`src/design/ple_pkg.sv`:
```
// Shared types and constants for the positional list engine.
// Holds the sizing constants, opcode/status codes and the cell control struct.
// No dependencies.
`default_nettype none
package ple_pkg;

  localparam int DEPTH = 32;
  localparam int NUM_W = 32;
  localparam int IDX_W = $clog2(DEPTH);
  localparam int CNT_W = $clog2(DEPTH + 1);
  // Compare width for positions against the entry count, with room for count + 1
  localparam int PW    = ((CNT_W > 6) ? CNT_W : 6) + 1;

  typedef enum logic [3:0] {
    OP_PUSH_FRONT = 4'd0,
    OP_PUSH_BACK  = 4'd1,
    OP_INSERT     = 4'd2,
    OP_POP_FRONT  = 4'd3,
    OP_REMOVE     = 4'd4,
    OP_POP_BACK   = 4'd5,
    OP_READ       = 4'd6,
    OP_REPLACE    = 4'd7,
    OP_CLEAR      = 4'd8,
    OP_FIND_NUM   = 4'd9,
    OP_FIND_LET   = 4'd10
  } op_e;

  typedef enum logic [2:0] {
    ST_OK       = 3'd0,
    ST_EMPTY    = 3'd1,
    ST_FULL     = 3'd2,
    ST_RANGE    = 3'd3,
    ST_NO_MATCH = 3'd4,
    ST_BAD_OP   = 3'd5
  } status_e;

  typedef enum logic [1:0] {
    CMD_HOLD  = 2'd0,
    CMD_OPEN  = 2'd1,
    CMD_CLOSE = 2'd2,
    CMD_WRITE = 2'd3
  } cell_cmd_e;

  typedef struct packed {
    cell_cmd_e        cmd;
    logic [IDX_W-1:0] idx;
    logic             by_letter;
    logic [NUM_W-1:0] num;
    logic [7:0]       letter;
  } cell_ctl_t;

  // Sign-extend (or truncate) a stored number to the 32-bit result field
  function automatic logic [31:0] num_to_out(logic [NUM_W-1:0] v);
    logic signed [NUM_W-1:0] s;
    logic signed [63:0]      w;
    s = v;
    w = 64'(s);
    return w[31:0];
  endfunction

endpackage
`default_nettype wire

```
`src/design/ple_cell.sv`:
```
// One list cell: holds a single entry and moves it to or from its neighbors.
// Depends on ple_pkg for sizing and the cell control struct.
`default_nettype none
module ple_cell (
  input  wire logic                    clk_i,
  input  wire logic [ple_pkg::IDX_W-1:0] cell_idx_i,
  input  wire ple_pkg::cell_ctl_t      ctl_i,
  input  wire logic [ple_pkg::NUM_W-1:0] left_num_i,
  input  wire logic [7:0]              left_let_i,
  input  wire logic [ple_pkg::NUM_W-1:0] right_num_i,
  input  wire logic [7:0]              right_let_i,
  output logic [ple_pkg::NUM_W-1:0]    num_o,
  output logic [7:0]                   let_o,
  output logic                         hit_o
);

  logic [ple_pkg::NUM_W-1:0] num_q, num_d;
  logic [7:0]                let_q, let_d;

  always_comb begin
    num_d = num_q;
    let_d = let_q;
    unique case (ctl_i.cmd)
      ple_pkg::CMD_OPEN: begin
        // shift toward the back to make room at the target slot
        if (cell_idx_i > ctl_i.idx) begin
          num_d = left_num_i;
          let_d = left_let_i;
        end else if (cell_idx_i == ctl_i.idx) begin
          num_d = ctl_i.num;
          let_d = ctl_i.letter;
        end
      end
      ple_pkg::CMD_CLOSE: begin
        if (cell_idx_i >= ctl_i.idx) begin
          num_d = right_num_i;
          let_d = right_let_i;
        end
      end
      ple_pkg::CMD_WRITE: begin
        if (cell_idx_i == ctl_i.idx) begin
          num_d = ctl_i.num;
          let_d = ctl_i.letter;
        end
      end
      ple_pkg::CMD_HOLD: begin
      end
    endcase
  end

  always_ff @(posedge clk_i) begin
    num_q <= num_d;
    let_q <= let_d;
  end

  assign num_o = num_q;
  assign let_o = let_q;
  assign hit_o = ctl_i.by_letter ? (let_q == ctl_i.letter) : (num_q == ctl_i.num);

endmodule
`default_nettype wire
```
`config.mk`:
```
export PLATFORM = sky130hd
export DESIGN_NAME = ple_cell
export DESIGN_NICKNAME = d
export VERILOG_FILES = /design/src/design/ple_pkg.sv /design/src/design/ple_cell.sv
export SDC_FILE = /design/constraint.sdc
export NUM_CORES = 1
export LEC_CHECK = 0
export BUFFER_PORTS_ARGS = -buffer_cell sky130_fd_sc_hd__buf_2
export CORE_MARGIN = 2
export CORE_UTILIZATION = 50
export CTS_BUF_LIST = sky130_fd_sc_hd__clkbuf_4 sky130_fd_sc_hd__clkbuf_8 sky130_fd_sc_hd__clkbuf_16
export CTS_CLUSTER_SIZE = 30
export DETAILED_ROUTE_END_ITERATION = 8
export PLACE_DENSITY = 0.89
export SYNTH_ARGS = -nofsm -noshare
export SYNTH_HDL_FRONTEND = slang
export SYNTH_SLANG_ARGS = --single-unit
```
`constraint.sdc`:
```
create_clock -name clk_i -period 7.95 [get_ports clk_i]
set_clock_uncertainty 0.15 [all_clocks]
set_input_delay 0.3975 -clock clk_i [delete_from_list [all_inputs] [get_ports clk_i]]
set_output_delay 0.3975 -clock clk_i [all_outputs]
set_load 0.02 [all_outputs]
```
==> results.py <==
metrics = {
    "status": {
        "run_status": "completed",
    },
    "drt": {
        "wl_per_cell_um": 18.10,
        "wl_um": 10510,
        "vias": 3480,
        "drt_iter0_markers": 202,
        "drtAntennaViolNets": 0,
        "firstDrtPassIters": 4,
        "drcViolationCount": 0,
        "via_per_inst": 5.990,
    },
    "grt": {
        "antenna_found_initial": 0,
        "grt_pass1_vias": 3399,
        "gr-usage-all-layers": 0.2748,
        "grt_pass1_wl_um": 16080,
        "grt.overflow.total": 0,
        "grt_max_degree": 81,
    },
    "worst_setup_path": {
        "worst-path-buf-inv": 4,
        "critPathLaunchType": "input port",
        "timing.rr.start": "num_o[3]",
        "r2r_end": "num_o[3]",
        "r2r_slack_ps": 6700,
        "slowest_delay_ps": 770,
        "crit_chain": "buf_2 -> inv_1 -> ha_1 -> nand2_1 -> nor2_4 -> buf_4 -> nor2_1 -> o21a_1 -> buf_4 -> o311ai_0",
        "cp.arrival_ps": 3630,
        "critPathMostFrequentCell": "buf_4",
        "r2r_cells": 2,
        "worst-path-max-fanout": 49,
        "cp_num_cells": 10,
        "crit_path_end_kind": "flip-flop",
        "critPathSlowestCell": "nor2_4",
        "cp.required_ps": 7870,
        "critical_path_class": "in -> reg",
        "path_delay_family": "buffers and inverters",
    },
    "clock_tree": {
        "clock-sinks": 40,
        "clock_latency_ps": 290,
        "htreeDepth": 2,
        "root_buffer": "clkbuf_8",
        "cts_tree": "yes",
        "hold_buffers": 0,
        "post_cts_buffers": 0,
        "numCtsBuffers": 5,
        "clkSlewWorstSetupHoldPaths_ps": 80,
        "cts_resized": 0,
        "clock_path_buffers": 2,
    },
    "finish": {
        "design_area_um2": 4309,
        "fillers": 542,
        "final_cells": 581,
        "fin_nets": 642,
        "seqCellArea_um2": 1201,
        "multi_input_area_um2": 2001,
        "area_growth_pct": 28.27,
        "drive_gt1_frac": 0.3750,
        "n_antenna_cell": 0,
    },
    "pwr": {
        "power_frac_clock": 0.199,
        "vdd_drop_max_mv": 0.1052,
        "combPwrFrac": 0.363,
        "p_switching_uw": 257.5,
        "seqPwrFrac": 0.438,
        "p_per_area_nw_per_um2": 164.9,
        "p_leak_uw": 0.001710,
        "intPower_uw": 453.2,
        "switching_share": 0.3623,
    },
    "die": {
        "die_h_um": 85.97,
        "die_x_um": 85.97,
        "die_area_um2": 7391,
        "core_um2": 6422,
        "initial_core_util": 0.5231,
        "num_rows": 29,
        "io_pins": 175,
    },
    "yosys": {
        "synth_seq_cells": 40,
        "synth_nets": 491,
        "synthCells": 352,
        "async_flop_share": 0,
        "yosysTopAreaCellShare": 0.3575,
        "ys_warn_count": 0,
        "syn_avg_cell_area_um2": 9.544,
        "netlist_area_um2": 3359,
        "yosysSeqAreaShare": 0.3575,
        "yosysTopAreaCell": "edfxtp_1",
        "synthDistinctLibCells": 29,
        "synth_ff_type": "edfxtp_1",
        "ys_top_cells_by_area": "edfxtp_1, mux2i_1, xor2_1",
        "synth_common_cells": "nand2_1, o21ai_0, edfxtp_1, mux2i_1, nor3b_1",
        "synth_edf_count": 40,
    },
    "timing": {
        "finalCritPeriodShare": 0.4661,
        "fin_ws_ps": 4245,
        "fin_crit_ps": 3705,
        "finalHoldViolCount": 0,
        "max_slew_margin": 0.2907,
        "maxClockFrequency_mhz": 269.9,
        "timing.setup.tns_ps": 0,
        "final-setup-viol-count": 0,
        "finalMaxSlewViolations": 0,
        "rsz0062_at_grt": "no",
        "worst_pin_slew_ps": 1064,
    },
    "placement": {
        "place_inst": 573,
        "post-place-ws_ps": 3877,
        "place_congestion": 0.8017,
        "dp_hpwl_um": 7567,
        "placed_cell_area_um2": 4222,
        "io_buffers": 174,
    },
    "min_path": {
        "worstHoldPathCells": 3,
        "min_from": "right_num_i[28]",
        "hold_class": "in -> reg",
        "holdPathEnd": "num_o[28]",
    },
    "job": {
        "max-cap-violations": 0,
    },
}
## worst max-delay path by stage
stage | start | end
2_1_floorplan | ctl_i[45] | let_o[0]
3_3_place_gp | ctl_i[45] | num_o[18]
3_5_place_dp | ctl_i[45] | let_o[1]
4_1_cts | ctl_i[45] | let_o[1]
5_1_grt | ctl_i[45] | let_o[4]
6_report | ctl_i[45] | num_o[30]
## kinds of logic (layout without fill, tap and decap cells)
group / Yosys count / in the layout / synth area share
xor+xnor: 40 / 40 / 0.1043
fa+ha+maj: 5 / 5 / 0.01862
buf+inv: 40 / 192 / 0.05326
simple gates: 101 / 101 / 0.1721
flops: 40 / 40 / 0.3575
mux: 40 / 40 / 0.1192
compound gates: 86 / 86 / 0.1750
## per-layer routing
metal,GRT usage,wire length [um]
met2,0.5102,5360
met5,0,0
met4,0.06061,98
met1,0.3273,4224
met3,0.05101,831
## power by group through the flow
stage	registers (uW)	clock network, uW	logic (uW)
6_report	311	141	258
3_3_place_gp	312	0	250
3_5_place_dp	315	0	258
2_1_floorplan	351	0	116
5_1_grt	316	150	279
4_1_cts	311	141	258
## worst min-delay path, delay by kind of cell
family / cells / cell delay [ps]
buffers and inverters: 1 / 70
AND/OR/NAND/NOR: 1 / 40
AO/OA/AOI/OAI: 1 / 70
## cell type report
type / count / share of cell area
multi-input combinational: 272 / 0.4643
clock buffer: 7 / 0.01945
sequential: 40 / 0.2787
tap: 77 / 0.02236
clock inverter: 1 / 0.0008711
timing repair buffer: 178 / 0.2091
inverter: 6 / 0.005226
## state kept, by name, indices dropped and copies added (netlist names)
name   cells
num_o     32
let_o      8
## per-stage QoR
| step | util | total power [uW] | hold WS [ps] |
|---|---|---|---|
| 4_1_cts | 0.6710 | 710.6 | 237.2 |
| 3_5_place_dp | 0.6573 | 572.8 | 534.6 |
| 3_3_place_gp | 0.6573 | 562.7 | 529.6 |
| 6_report | 0.6710 | 710.7 | 242.6 |
| 5_1_grt | 0.6710 | 745.3 | 243.4 |
| 2_1_floorplan | - | 467.2 | 441.2 |
## layout by cell type (no fill, tap or decap), types with 2 or more instances in the layout
master / count
xor2_1: 35
o311ai_0: 27
buf_4: 4
clkbuf_4: 2
mux2i_1: 40
nand3_1: 2
nand2_1: 41
ha_1: 5
o21ai_0: 41
o311ai_1: 13
clkbuf_8: 5
nand4_1: 3
inv_1: 6
nor3_1: 2
edfxtp_1: 40
xnor2_1: 5
nor4_1: 7
nor3b_1: 40
buf_2: 174
Note: power is estimated with default switching activity, not from simulation.
